$ cat src/design/ujq_pkg.sv
// Package for the UTF-16 to quoted JSON UTF-8 block.
// Holds the run descriptor type, the status codes and character constants.
// Used by every module under design/.
package ujq_pkg;

    typedef enum logic [1:0] {
        ST_OK            = 2'd0,
        ST_LONE_LOW      = 2'd1,
        ST_UNPAIRED_HIGH = 2'd2
    } status_t;

    // One run of output bytes caused by one code unit.
    typedef struct packed {
        logic [7:0][7:0] bytes;     // byte 0 goes out first
        logic [2:0]      last_idx;  // index of the final byte of the run
        logic            done;      // final byte closes the string
        status_t         status;
    } desc_t;

    localparam logic [7:0] CH_QUOTE     = 8'h22;
    localparam logic [7:0] CH_BACKSLASH = 8'h5c;
    localparam logic [7:0] CH_LOWER_U   = 8'h75;
    localparam logic [7:0] CH_ZERO      = 8'h30;
    localparam logic [7:0] CH_LOWER_B   = 8'h62;
    localparam logic [7:0] CH_LOWER_F   = 8'h66;
    localparam logic [7:0] CH_LOWER_N   = 8'h6e;
    localparam logic [7:0] CH_LOWER_R   = 8'h72;
    localparam logic [7:0] CH_LOWER_T   = 8'h74;

    localparam logic [15:0] CU_QUOTE     = 16'h0022;
    localparam logic [15:0] CU_BACKSLASH = 16'h005c;
    localparam logic [15:0] CU_BS        = 16'h0008;
    localparam logic [15:0] CU_FF        = 16'h000c;
    localparam logic [15:0] CU_LF        = 16'h000a;
    localparam logic [15:0] CU_CR        = 16'h000d;
    localparam logic [15:0] CU_TAB       = 16'h0009;
    localparam logic [15:0] CU_CTRL_MAX  = 16'h001f;
    localparam logic [15:0] CU_ASCII_MAX = 16'h007f;
    localparam logic [15:0] CU_TWO_MAX   = 16'h07ff;

    localparam logic [5:0]  SURR_HIGH_TAG = 6'b110110;
    localparam logic [5:0]  SURR_LOW_TAG  = 6'b110111;
    localparam logic [20:0] SUPP_BASE     = 21'h10000;

    localparam logic [7:0] LEAD2 = 8'hc0;
    localparam logic [7:0] LEAD3 = 8'he0;
    localparam logic [7:0] LEAD4 = 8'hf0;
    localparam logic [7:0] CONT  = 8'h80;

    // Lowercase hexadecimal digit for a nibble.
    function automatic logic [7:0] hex_digit(input logic [3:0] nib);
        if (nib < 4'd10) begin
            return 8'h30 + {4'd0, nib};
        end else begin
            return 8'h57 + {4'd0, nib};
        end
    endfunction

endpackage

$ cat src/design/utf16_to_json_utf8_quoter_top.sv
// Top level of the UTF-16 to quoted JSON UTF-8 string converter.
// Instantiates ujq_front, ujq_queue and ujq_back; depends on ujq_pkg.
//
// The block takes a string as a stream of UTF-16 code units on the s_ side,
// one unit per request, with s_tlast marking the final unit of the string,
// and sends the quoted JSON string literal in UTF-8 on the m_ side, one byte
// per request. The opening quote leads the bytes of the first unit and the
// closing quote trails the bytes of the last unit. Quote and backslash are
// escaped with a backslash, backspace, form feed, newline, carriage return and
// tab get their short escapes, other control units become lowercase \u00XX,
// and surrogate pairs become 4-byte UTF-8 sequences. m_tlast marks the final
// byte caused by an input unit. m_tuser[0] marks the closing quote or an error
// byte; m_tuser[2:1] carries the status: 0 ok, 1 lone low surrogate, 2 high
// surrogate without its low half. An error byte (value 0) is the only byte of
// its unit, no closing quote follows it, and the remaining units of that
// string are swallowed up to and including the one marked last; the receiver
// is expected to drop the string. A unit that yields nothing (a high surrogate
// in mid-string, or a swallowed unit) puts no run into the queue. The front
// end takes one unit per cycle into a two-entry descriptor queue while it has
// space, and the back end sends one byte per cycle while m_tready is high. A
// unit yields one to three bytes for ordinary text, up to eight for a control
// character that both opens and closes a string. The back end's byte
// serializer sets the sustained rate.
module utf16_to_json_utf8_quoter_top import ujq_pkg::*; (
    input  logic        aclk,
    input  logic        aresetn,
    input  logic        s_tvalid,
    output logic        s_tready,
    input  logic [15:0] s_tdata,   // [15:0] code_unit
    input  logic        s_tlast,   // string_last
    output logic        m_tvalid,
    input  logic        m_tready,
    output logic [7:0]  m_tdata,   // [7:0] out_byte
    output logic        m_tlast,   // run_last
    output logic [2:0]  m_tuser    // [0] string_done, [2:1] status
);

    // Descriptor hand-off from the front end into the queue.
    logic  push;
    logic  space;
    desc_t push_desc;

    // Queue head toward the back end.
    logic  pop;
    logic  avail;
    desc_t head;

    // The front end classifies each unit and keeps the surrogate state; it
    // stalls only when the queue is full.
    ujq_front u_front (
        .aclk        (aclk),
        .aresetn     (aresetn),
        .s_tvalid    (s_tvalid),
        .s_tready    (s_tready),
        .code_unit   (s_tdata),
        .string_last (s_tlast),
        .desc_push   (push),
        .desc_space  (space),
        .desc        (push_desc)
    );

    // The queue lets input keep flowing while a long run is still going out.
    ujq_queue u_queue (
        .aclk      (aclk),
        .aresetn   (aresetn),
        .push      (push),
        .push_desc (push_desc),
        .space     (space),
        .pop       (pop),
        .avail     (avail),
        .head      (head)
    );

    // The back end loads the next run in the same cycle the previous run's
    // final byte is taken, so bytes leave without gaps.
    ujq_back u_back (
        .aclk     (aclk),
        .aresetn  (aresetn),
        .q_avail  (avail),
        .q_head   (head),
        .q_pop    (pop),
        .m_tvalid (m_tvalid),
        .m_tready (m_tready),
        .m_tdata  (m_tdata),
        .m_tlast  (m_tlast),
        .m_tuser  (m_tuser)
    );

    // A closing or error byte always ends its run.
    assert property (@(posedge aclk) disable iff (!aresetn)
        m_tvalid && m_tuser[0] |-> m_tlast)
        else $error("string end flagged inside a run");

    // Error bytes carry the value zero and end the string.
    assert property (@(posedge aclk) disable iff (!aresetn)
        m_tvalid && m_tuser[2:1] != ST_OK |-> m_tdata == 8'd0 && m_tuser[0])
        else $error("malformed error byte");

endmodule

$ cat src/design/ujq_front.sv
// Front end: accepts code units, tracks surrogate and string state, and turns
// each unit into a run descriptor. Depends on ujq_pkg.
module ujq_front import ujq_pkg::*; (
    input  logic        aclk,
    input  logic        aresetn,
    input  logic        s_tvalid,
    output logic        s_tready,
    input  logic [15:0] code_unit,
    input  logic        string_last,
    output logic        desc_push,
    input  logic        desc_space,
    output desc_t       desc
);

    logic       high_pending_reg, high_pending_next;
    logic [9:0] high_bits_reg, high_bits_next;
    logic       at_start_reg, at_start_next;
    logic       discarding_reg, discarding_next;

    logic            accept;
    logic            is_high, is_low;
    logic            err;
    status_t         err_status;
    logic [5:0][7:0] pay;
    logic [2:0]      pay_n;
    logic [7:0][7:0] seq;
    logic [3:0]      seq_n;
    logic [20:0]     cp;

    assign s_tready = desc_space;
    assign accept   = s_tvalid && s_tready;
    assign is_high  = (code_unit[15:10] == SURR_HIGH_TAG);
    assign is_low   = (code_unit[15:10] == SURR_LOW_TAG);
    assign cp       = {1'b0, high_bits_reg, code_unit[9:0]} + SUPP_BASE;

    always_comb begin
        err        = 1'b0;
        err_status = ST_OK;
        if (high_pending_reg && !is_low) begin
            err        = 1'b1;
            err_status = ST_UNPAIRED_HIGH;
        end else if (!high_pending_reg && is_low) begin
            err        = 1'b1;
            err_status = ST_LONE_LOW;
        end else if (!high_pending_reg && is_high && string_last) begin
            err        = 1'b1;
            err_status = ST_UNPAIRED_HIGH;
        end
    end

    // Payload bytes of the unit itself, before any quotes.
    always_comb begin
        pay   = '0;
        pay_n = 3'd0;
        if (high_pending_reg) begin
            pay[0] = LEAD4 | {5'd0, cp[20:18]};
            pay[1] = CONT | {2'd0, cp[17:12]};
            pay[2] = CONT | {2'd0, cp[11:6]};
            pay[3] = CONT | {2'd0, cp[5:0]};
            pay_n  = 3'd4;
        end else if (is_high) begin
            pay_n = 3'd0;
        end else if (code_unit <= CU_CTRL_MAX || code_unit == CU_QUOTE
                     || code_unit == CU_BACKSLASH) begin
            pay[0] = CH_BACKSLASH;
            pay_n  = 3'd2;
            case (code_unit)
                CU_QUOTE:     pay[1] = CH_QUOTE;
                CU_BACKSLASH: pay[1] = CH_BACKSLASH;
                CU_BS:        pay[1] = CH_LOWER_B;
                CU_FF:        pay[1] = CH_LOWER_F;
                CU_LF:        pay[1] = CH_LOWER_N;
                CU_CR:        pay[1] = CH_LOWER_R;
                CU_TAB:       pay[1] = CH_LOWER_T;
                default: begin
                    pay[1] = CH_LOWER_U;
                    pay[2] = CH_ZERO;
                    pay[3] = CH_ZERO;
                    pay[4] = hex_digit(code_unit[7:4]);
                    pay[5] = hex_digit(code_unit[3:0]);
                    pay_n  = 3'd6;
                end
            endcase
        end else if (code_unit <= CU_ASCII_MAX) begin
            pay[0] = code_unit[7:0];
            pay_n  = 3'd1;
        end else if (code_unit <= CU_TWO_MAX) begin
            pay[0] = LEAD2 | {3'd0, code_unit[10:6]};
            pay[1] = CONT | {2'd0, code_unit[5:0]};
            pay_n  = 3'd2;
        end else begin
            pay[0] = LEAD3 | {4'd0, code_unit[15:12]};
            pay[1] = CONT | {2'd0, code_unit[11:6]};
            pay[2] = CONT | {2'd0, code_unit[5:0]};
            pay_n  = 3'd3;
        end
    end

    // Wrap the payload in the opening and closing quotes where they apply.
    always_comb begin
        seq   = {16'd0, pay};
        seq_n = {1'b0, pay_n};
        if (at_start_reg) begin
            seq   = {seq[6:0], CH_QUOTE};
            seq_n = seq_n + 4'd1;
        end
        if (string_last) begin
            for (int k = 0; k < 8; k++) begin
                if (seq_n[2:0] == 3'(k)) begin
                    seq[k] = CH_QUOTE;
                end
            end
            seq_n = seq_n + 4'd1;
        end
    end

    always_comb begin
        desc      = '0;
        desc_push = 1'b0;
        if (err) begin
            desc.done   = 1'b1;
            desc.status = err_status;
            desc_push   = accept && !discarding_reg;
        end else begin
            desc.bytes    = seq;
            desc.last_idx = 3'(seq_n - 4'd1);
            desc.done     = string_last;
            desc.status   = ST_OK;
            desc_push     = accept && !discarding_reg && (seq_n != 4'd0);
        end
    end

    always_comb begin
        high_pending_next = high_pending_reg;
        high_bits_next    = high_bits_reg;
        at_start_next     = at_start_reg;
        discarding_next   = discarding_reg;
        if (accept) begin
            if (discarding_reg) begin
                discarding_next = !string_last;
                at_start_next   = string_last;
            end else if (err || string_last) begin
                high_pending_next = 1'b0;
                high_bits_next    = '0;
                at_start_next     = string_last;
                discarding_next   = !string_last;
            end else begin
                at_start_next     = 1'b0;
                high_pending_next = !high_pending_reg && is_high;
                high_bits_next    = (!high_pending_reg && is_high) ? code_unit[9:0] : '0;
            end
        end
    end

    always_ff @(posedge aclk) begin
        if (!aresetn) begin
            high_pending_reg <= 1'b0;
            high_bits_reg    <= '0;
            at_start_reg     <= 1'b1;
            discarding_reg   <= 1'b0;
        end else begin
            high_pending_reg <= high_pending_next;
            high_bits_reg    <= high_bits_next;
            at_start_reg     <= at_start_next;
            discarding_reg   <= discarding_next;
        end
    end

    // An error run is always a single byte that ends the string.
    assert property (@(posedge aclk) disable iff (!aresetn)
        desc_push && desc.status != ST_OK |-> desc.last_idx == 3'd0 && desc.done)
        else $error("error run is not a single closing result");

    // Nothing leaves the front while the rest of a faulty string is dropped.
    assert property (@(posedge aclk) disable iff (!aresetn)
        discarding_reg |-> !desc_push)
        else $error("run produced while discarding");

endmodule

$ cat src/design/ujq_queue.sv
// Two-entry queue of run descriptors between the front and back ends.
// Depends on ujq_pkg.
module ujq_queue import ujq_pkg::*; (
    input  logic  aclk,
    input  logic  aresetn,
    input  logic  push,
    input  desc_t push_desc,
    output logic  space,
    input  logic  pop,
    output logic  avail,
    output desc_t head
);

    desc_t      mem_reg [2];
    logic       wr_ptr_reg, rd_ptr_reg;
    logic [1:0] fill_reg, fill_next;

    assign space = (fill_reg != 2'd2);
    assign avail = (fill_reg != 2'd0);
    assign head  = mem_reg[rd_ptr_reg];

    always_comb begin
        fill_next = fill_reg;
        if (push && !pop) begin
            fill_next = fill_reg + 2'd1;
        end else if (pop && !push) begin
            fill_next = fill_reg - 2'd1;
        end
    end

    always_ff @(posedge aclk) begin
        if (push) begin
            mem_reg[wr_ptr_reg] <= push_desc;
        end
    end

    always_ff @(posedge aclk) begin
        if (!aresetn) begin
            wr_ptr_reg <= 1'b0;
            rd_ptr_reg <= 1'b0;
            fill_reg   <= 2'd0;
        end else begin
            if (push) begin
                wr_ptr_reg <= !wr_ptr_reg;
            end
            if (pop) begin
                rd_ptr_reg <= !rd_ptr_reg;
            end
            fill_reg <= fill_next;
        end
    end

    assert property (@(posedge aclk) disable iff (!aresetn)
        (!push || space) && (!pop || avail))
        else $error("queue overflow or underflow");

endmodule

$ cat src/design/ujq_back.sv
// Back end: holds one run descriptor and sends its bytes one per cycle while m_tready is high.
// Depends on ujq_pkg.
module ujq_back import ujq_pkg::*; (
    input  logic       aclk,
    input  logic       aresetn,
    input  logic       q_avail,
    input  desc_t      q_head,
    output logic       q_pop,
    output logic       m_tvalid,
    input  logic       m_tready,
    output logic [7:0] m_tdata,
    output logic       m_tlast,
    output logic [2:0] m_tuser
);

    desc_t      cur_reg;
    logic       valid_reg;
    logic [2:0] idx_reg, idx_next;
    logic       final_byte;
    logic       run_end;

    assign final_byte = (idx_reg == cur_reg.last_idx);
    assign run_end    = valid_reg && m_tready && final_byte;
    assign q_pop      = q_avail && (!valid_reg || run_end);

    assign m_tvalid = valid_reg;
    assign m_tdata  = cur_reg.bytes[idx_reg];
    assign m_tlast  = final_byte;
    assign m_tuser  = {cur_reg.status, cur_reg.done && final_byte};

    always_comb begin
        idx_next = idx_reg;
        if (q_pop) begin
            idx_next = 3'd0;
        end else if (valid_reg && m_tready) begin
            idx_next = idx_reg + 3'd1;
        end
    end

    always_ff @(posedge aclk) begin
        if (q_pop) begin
            cur_reg <= q_head;
        end
    end

    always_ff @(posedge aclk) begin
        if (!aresetn) begin
            valid_reg <= 1'b0;
            idx_reg   <= 3'd0;
        end else begin
            if (q_pop) begin
                valid_reg <= 1'b1;
            end else if (run_end) begin
                valid_reg <= 1'b0;
            end
            idx_reg <= idx_next;
        end
    end

    assert property (@(posedge aclk) disable iff (!aresetn)
        valid_reg |-> idx_reg <= cur_reg.last_idx)
        else $error("byte index ran past the end of the run");

    assert property (@(posedge aclk) disable iff (!aresetn)
        valid_reg && !m_tready |=> valid_reg && $stable(idx_reg))
        else $error("run advanced without a completed request");

endmodule

$ cat config.mk
export PLATFORM = sky130hd
export DESIGN_NAME = utf16_to_json_utf8_quoter_top
export DESIGN_NICKNAME = d
export VERILOG_FILES = /design/src/design/ujq_pkg.sv /design/src/design/utf16_to_json_utf8_quoter_top.sv /design/src/design/ujq_front.sv /design/src/design/ujq_queue.sv /design/src/design/ujq_back.sv
export SDC_FILE = /design/constraint.sdc
export NUM_CORES = 1
export LEC_CHECK = 0
export ABC_AREA = 1
export BUFFER_PORTS_ARGS = -buffer_cell sky130_fd_sc_hd__buf_2
export CORE_ASPECT_RATIO = 0.9
export CORE_UTILIZATION = 40
export DETAILED_ROUTE_END_ITERATION = 10
export SETUP_SLACK_MARGIN = 0.1
export SYNTH_ARGS = -nofsm -noshare
export SYNTH_HDL_FRONTEND = slang
export SYNTH_SLANG_ARGS = --single-unit
$ cat constraint.sdc
create_clock -name aclk -period 9.4 [get_ports aclk]
set_input_delay 0.47 -clock aclk [delete_from_list [all_inputs] [get_ports aclk]]
set_output_delay 0.47 -clock aclk [all_outputs]
set_load 0.02 [all_outputs]
==> results of run 1 <==
[metrics by stage]
stage               util, %  instance area, µm²  setup slack, ns
floorplan                 -                9648            3.493
global placement      42.91               10070            4.976
detailed placement    42.91               10070            4.884
CTS                   45.86               10770            5.385
global route          45.86               10770            5.009
finish                45.86               10770            5.390
[cell type report]
type,count,area [µm²]
Clock inverter,5,51.30
Multi-Input combinational cell,646,3309
Inverter,80,312.8
Clock buffer,33,643.1
Tap cell,302,377.9
Sequential cell,201,5827
Timing Repair Buffer,44,245.2
Fill cell,2263,12710
[layer usage]
metal | part of all wire [%] | routed length [µm] | GRT usage (%)
met1 | 46 | 11050 | 27.43
met2 | 45 | 10750 | 31.57
met5 | 0 | 0 | 0
met4 | 2.4 | 569 | 6.028
met3 | 6.0 | 1428 | 3.025
[synthesized netlist by cell type, drive strengths merged]
library cell / count / share of area, %
a41oi: 3 / 0.27
o2111ai: 1 / 0.091
o22ai: 7 / 0.52
o32ai: 2 / 0.18
o21bai: 1 / 0.078
inv: 80 / 3.2
a31oi: 7 / 0.45
xor2: 2 / 0.18
o211ai: 7 / 0.54
a211oi: 8 / 0.96
a221oi: 5 / 0.45
o21ai: 48 / 2.6
or2: 2 / 0.13
a2bb2oi: 1 / 0.091
a21oi: 53 / 2.8
a22oi: 4 / 0.31
conb: 1 / 0.039
buf: 16 / 1.2
nor2: 82 / 3.9
clkbuf: 25 / 0.97
dfxtp: 21 / 4.4
ha: 19 / 2.5
nand4: 7 / 0.45
o221ai: 2 / 0.18
a21boi: 1 / 0.078
xnor2: 3 / 0.27
edfxtp: 180 / 56
nand3: 40 / 2.9
o41ai: 1 / 0.091
nand2: 326 / 13
nor3: 12 / 0.79
[worst max-delay path: stages]
cell	delay [ns]
buf_2	0.23
inv_1	0.16
ha_1	0.26
nand3_2	0.08
nor2_2	0.06
nand2_1	0.15
nand2_2	0.09
nor2_2	0.22
nand2_1	0.10
nand2_1	0.11
inv_1	0.07
ha_1	0.27
nand2_1	0.08
o21ai_2	0.10
ha_1	0.29
o21ai_0	0.08
ha_1	0.22
inv_1	0.08
nor2_1	0.06
nand3_2	0.09
nand2_1	0.10
nor2_4	0.09
buf_4	0.63
[cells by family after synthesis]
group | count (synthesis)
compound gates | 151
other cells | 1
fa+ha+maj | 19
xor+xnor | 5
buf+inv | 121
simple gates | 469
flops | 201
[worst paths after layout]
check,slack (ns),cells past startpoint,from,endpoint
max reg2reg,5.74,15,u_front.high_pending_reg,u_queue.mem_reg[0][30]
max,5.39,23,s_tdata[0],u_queue.mem_reg[0][30]
min reg2reg,0.46,2,u_front.high_bits_reg[1],u_front.high_bits_reg[1]
min,0.27,3,aresetn,u_queue.wr_ptr_reg
[power by group]
group          leakage [nW]  switching (mW)  internal (mW)
clock network         0.337           0.319          0.498
registers              1.88          0.0589           1.29
logic                  2.10           0.478          0.168
total                  4.31           0.856           1.95
==> results.ini, run 1 <==
[status]
status=complete, no violations

[critical_path]
start_kind=primary input
crit_type=primary input to register
end_kind=register
arrival_ns=4.11
cp_max_fo=60
required_ns=9.50

[cts]
cts_tree=yes
clock_latency_ns=0.49
cts.root.buffer_cell=clkbuf_16
clock-sinks=201
post_cts_buffers=0
ctsResizeCount=0
cts_hold_buf=0
clockBufferDepth=3
cts.htree.levels=1
cts-buffers-inserted=23
cts.reportedPaths.clkPinSlew_ns=0.05

[detailed_routing]
viasPerCell=5.174
wire_per_inst_um=18.15
first_iter_violations=447
ant_nets=0
vias=6783
dr.pass1.iters=5
drcViolationCount=0
wl_um=23800

[logic_synthesis]
ys_seq_area_share_pct=60.40
synthAdderAreaFrac_pct=2.465
syn_avg_cell_area_um2=9.973
synth_top_family_by_area=simple AND/OR/NAND/NOR gates
synth.area.mux_share_pct=0
ys_ff_latch=201
synth_area_mm2=0.009644
synthDistinctLibCells=52
syn_inst=967
synth-simple-area-share_pct=21.50
synth_compound_area_share_pct=9.743
yosysWarnings=0
synth_xor_area_share_pct=0.4541

[sta]
setup_viol=0
timing.setup.tns_ns=0
hold_violations=0
fmax_mhz=249.4
slew_headroom_pct=26.02
fin_skew_ns=0.02155
rsz0062_at_grt=no
slew_violations=0
tightest_slew_ns=1.108
fin_crit_ns=4.010
holdWs_ns=0.2719
post-route-period-util_pct=42.66

[placement]
dp_cells=1273
gp_congestion=0.9624
dp_hpwl_um=16440
io_buffer_count=34

[global_route]
grt_usage_pct=19.61
grt_pass1_wl_um=36840
antenna_found_initial=0
grt_pass1_vias=6344
grt_max_degree=63
grt_remaining_overflow=0

[floorplanning]
io_pins=35
core_area_mm2=0.02348
die_area_mm2=0.02474
die_h_um=149.3
rows=53
die_w_um=165.7
start_util_pct=41.08

[final_layout]
syn2layout_area_growth_pct=11.64
mostFrequentLayoutCells=nand2_1 (310), edfxtp_1 (180), inv_1 (68), nor2_1 (68), a21oi_1 (51)
largest_reg_flops=120
drive_above_1_share_pct=14.17
nNetsFinal=1036
layout_commonest_cell=nand2_1
diodes=0
finalNonFillerCells=1311

[min_path]
min_path_type=primary input to register

[run]
max_cap_viol_count=0

[power]
p_per_area_mw_per_mm2=260.8
irDropWorstVdd_mv=0.2087
p_leak_nw=4.309
totalPowerFinal_mw=2.808

Power figures use the tool's default switching activity.
==> run 2: changes to the inputs <==
Settings changed: ABC_AREA 1 to 0.
Clock period 9.4 ns to 4.2 ns, I/O delays scaled along.
==> run 2 against run 1 <==
Compared with the run above: combinational power rose to 2.6 times the previous value; flip-flop and latch count did not move; critical path type unchanged; sequential power rose by 130%; worst setup slack got worse by 4.9 ns; largest cell class unchanged.
==> results.ini, run 2 <==
[detailed_routing]
dr.pass1.iters=5
vias=6542
ant_nets=0
drcViolationCount=0
first_iter_violations=558
wire_per_inst_um=23.02
viasPerCell=5.862
wl_um=25690

[global_route]
grt-busiest-layer=met2
grt_pass1_wl_um=39130
grt_remaining_overflow=0
antenna_found_initial=0
gr-usage-met2_pct=31.94
grt_pass1_vias=6385
grt_usage_pct=20.92
grtUsageMet1_pct=30.43
grt_max_degree=62
grt.met3_usage_pct=3.782

[cts]
clockBufferDepth=3
clock-sinks=201
clock_latency_ns=0.51
cts.reportedPaths.clkPinSlew_ns=0.06
cts_tree=yes
ctsResizeCount=0
post_cts_buffers=0
cts.htree.levels=1
cts-buffers-inserted=22
cts.root.buffer_cell=clkbuf_16

[final_layout]
syn2layout_area_growth_pct=15.63
layout_commonest_cell=edfxtp_1
nNetsFinal=838
fillers=2071
largest_reg_flops=120
finish.instance_area_mm2=0.01123
regArea_mm2=0.005827
final_util_pct=47.57
mostFrequentLayoutCells=edfxtp_1 (180), nor2_1 (65), mux2_2 (63)
diodes=0
multiInputGateArea_mm2=0.003742
finalNonFillerCells=1116
drive_above_1_share_pct=26.78

[logic_synthesis]
synth_largest_area_cell=edfxtp_1
ys_top_cells_by_count=edfxtp_1 (180), nor2_1 (67), mux2_2 (63)
yosysWarnings=0
ys_seq_area_share_pct=59.98
synth_top_area_share_pct=55.65
synth_area_mm2=0.009713
ys_ff_latch=201
syn_avg_cell_area_um2=12.93
synthDistinctLibCells=84
synth_area_leaders=edfxtp_1 (56%), mux2_2 (7.3%), dfxtp_1 (4.3%), nor2_1 (2.6%), ha_1 (2.4%)
syn_inst=751
async_reset_ff_share_pct=0
yosysMostFrequentCell=edfxtp_1
ys.flop_type=edfxtp_1
synth_edf_count=180

[sta]
fin_skew_ns=0.006895
holdWs_ns=0.07401
fmax_mhz=266.8
setup_viol=0
hold_violations=0
post-route-period-util_pct=89.24
rsz0062_at_grt=no
slew_headroom_pct=32.96
fin_crit_ns=3.748
slew_violations=0
tightest_slew_ns=1.003

[critical_path]
crit_type=primary input to register
required_ns=4.36
cp_max_fo=60
end_kind=register
slowest_stage=a21oi_1
slowest_delay_ns=0.42
crit_chain=buf_2 -> inv_1 -> ha_1 -> nand4bb_1 -> a21oi_1 -> nor2_1 -> a21oi_2 -> ha_4 -> and2_4 -> and4_1 -> a21o_1 -> nor2_4 -> ha_4 -> nand2_2 -> nand2_2 -> a221oi_4 -> buf_4 -> a211oi_4 -> buf_12
arrival_ns=3.91
start_kind=primary input

[floorplanning]
start_util_pct=41.14
die_area_mm2=0.02491
core_area_mm2=0.02361
die_w_um=166.3
io_pins=35
rows=53
die_h_um=149.8

[placement]
io_buffer_count=34
place_area_mm2=0.01049
dp_cells=1074
gp_congestion=0.9094
dp_hpwl_um=17850

[min_path]
min_path_type=primary input to register

[power]
totalPowerFinal_mw=6.753
irDropWorstVdd_mv=0.4168
p_leak_nw=3.884
p_per_area_mw_per_mm2=601.3

[run]
max_cap_viol_count=0

[status]
status=complete, no violations

[run 2: metrics by stage]
| stage | setup slack [ns] | TNS [ns] |
|---|---|---|
| 5_1_grt | 0.2753 | 0 |
| 4_1_cts | 0.5114 | 0 |
| 3_5_place_dp | 0.002809 | 0 |
| 6_report | 0.4520 | 0 |
| 2_1_floorplan | -0.6833 | -82.00 |
| 3_3_place_gp | 0.1588 | 0 |
[run 2: path summary, 6_finish.rpt]
| path | slack (ns) | startpoint | to | cells after the start |
|---|---|---|---|---|
| setup / recovery | 0.45 | s_tdata[0] | u_queue.mem_reg[1][14] | 19 |
| setup reg to reg | 0.74 | u_front.high_pending_reg | u_queue.mem_reg[1][14] | 16 |
| hold reg to reg | 0.48 | u_front.discarding_reg | u_front.discarding_reg | 1 |
| hold / removal | 0.07 | s_tdata[9] | u_front.high_bits_reg[9] | 3 |
[run 2: critical path: cells and delay by family]
family | cells | cell delay [ns]
and+or+nand+nor | 7 | 0.94
buffers and inverters | 4 | 0.84
AOI/OAI and AO/OA | 5 | 1.17
adders and majority gates | 3 | 0.65
[run 2: report_power, final]
| part | switching (mW) | internal, mW | leakage, nW |
|---|---|---|---|
| sequential | 0.196 | 2.95 | 1.85 |
| clock | 0.775 | 1.16 | 0.348 |
| combinational | 0.989 | 0.693 | 1.68 |
| total | 1.96 | 4.79 | 3.88 |
[run 2: cells by family after synthesis]
group           share of synthesized area (%)
simple gates                            10.77
flops                                   59.98
compound gates                          12.38
mux                                     10.11
buf+inv                                 2.873
fa+ha+maj                               2.448
xor+xnor                                1.404
other cells                           0.03861
[run 2: routing by layer]
metal | wire, µm | up-vias
met3 | 1723 | 46
met2 | 11340 | 265
met5 | 0 | -
met1 | 11940 | 3249
li1 | - | 2982
met4 | 691 | 0
[run 2: final cells by class]
cell class,count,area share (%)
Sequential cell,201,51.88
Clock inverter,13,1.393
Inverter,18,0.6016
Multi-Input combinational cell,484,33.32
Clock buffer,27,5.069
Timing Repair Buffer,71,4.367
Tap cell,302,3.365
[run 2: timing repair]
action | CTS | global route
hold buffers | 2 | 0
hold endpoints to repair | 2 | 0
endpoints found under the setup margin | 0 | 0
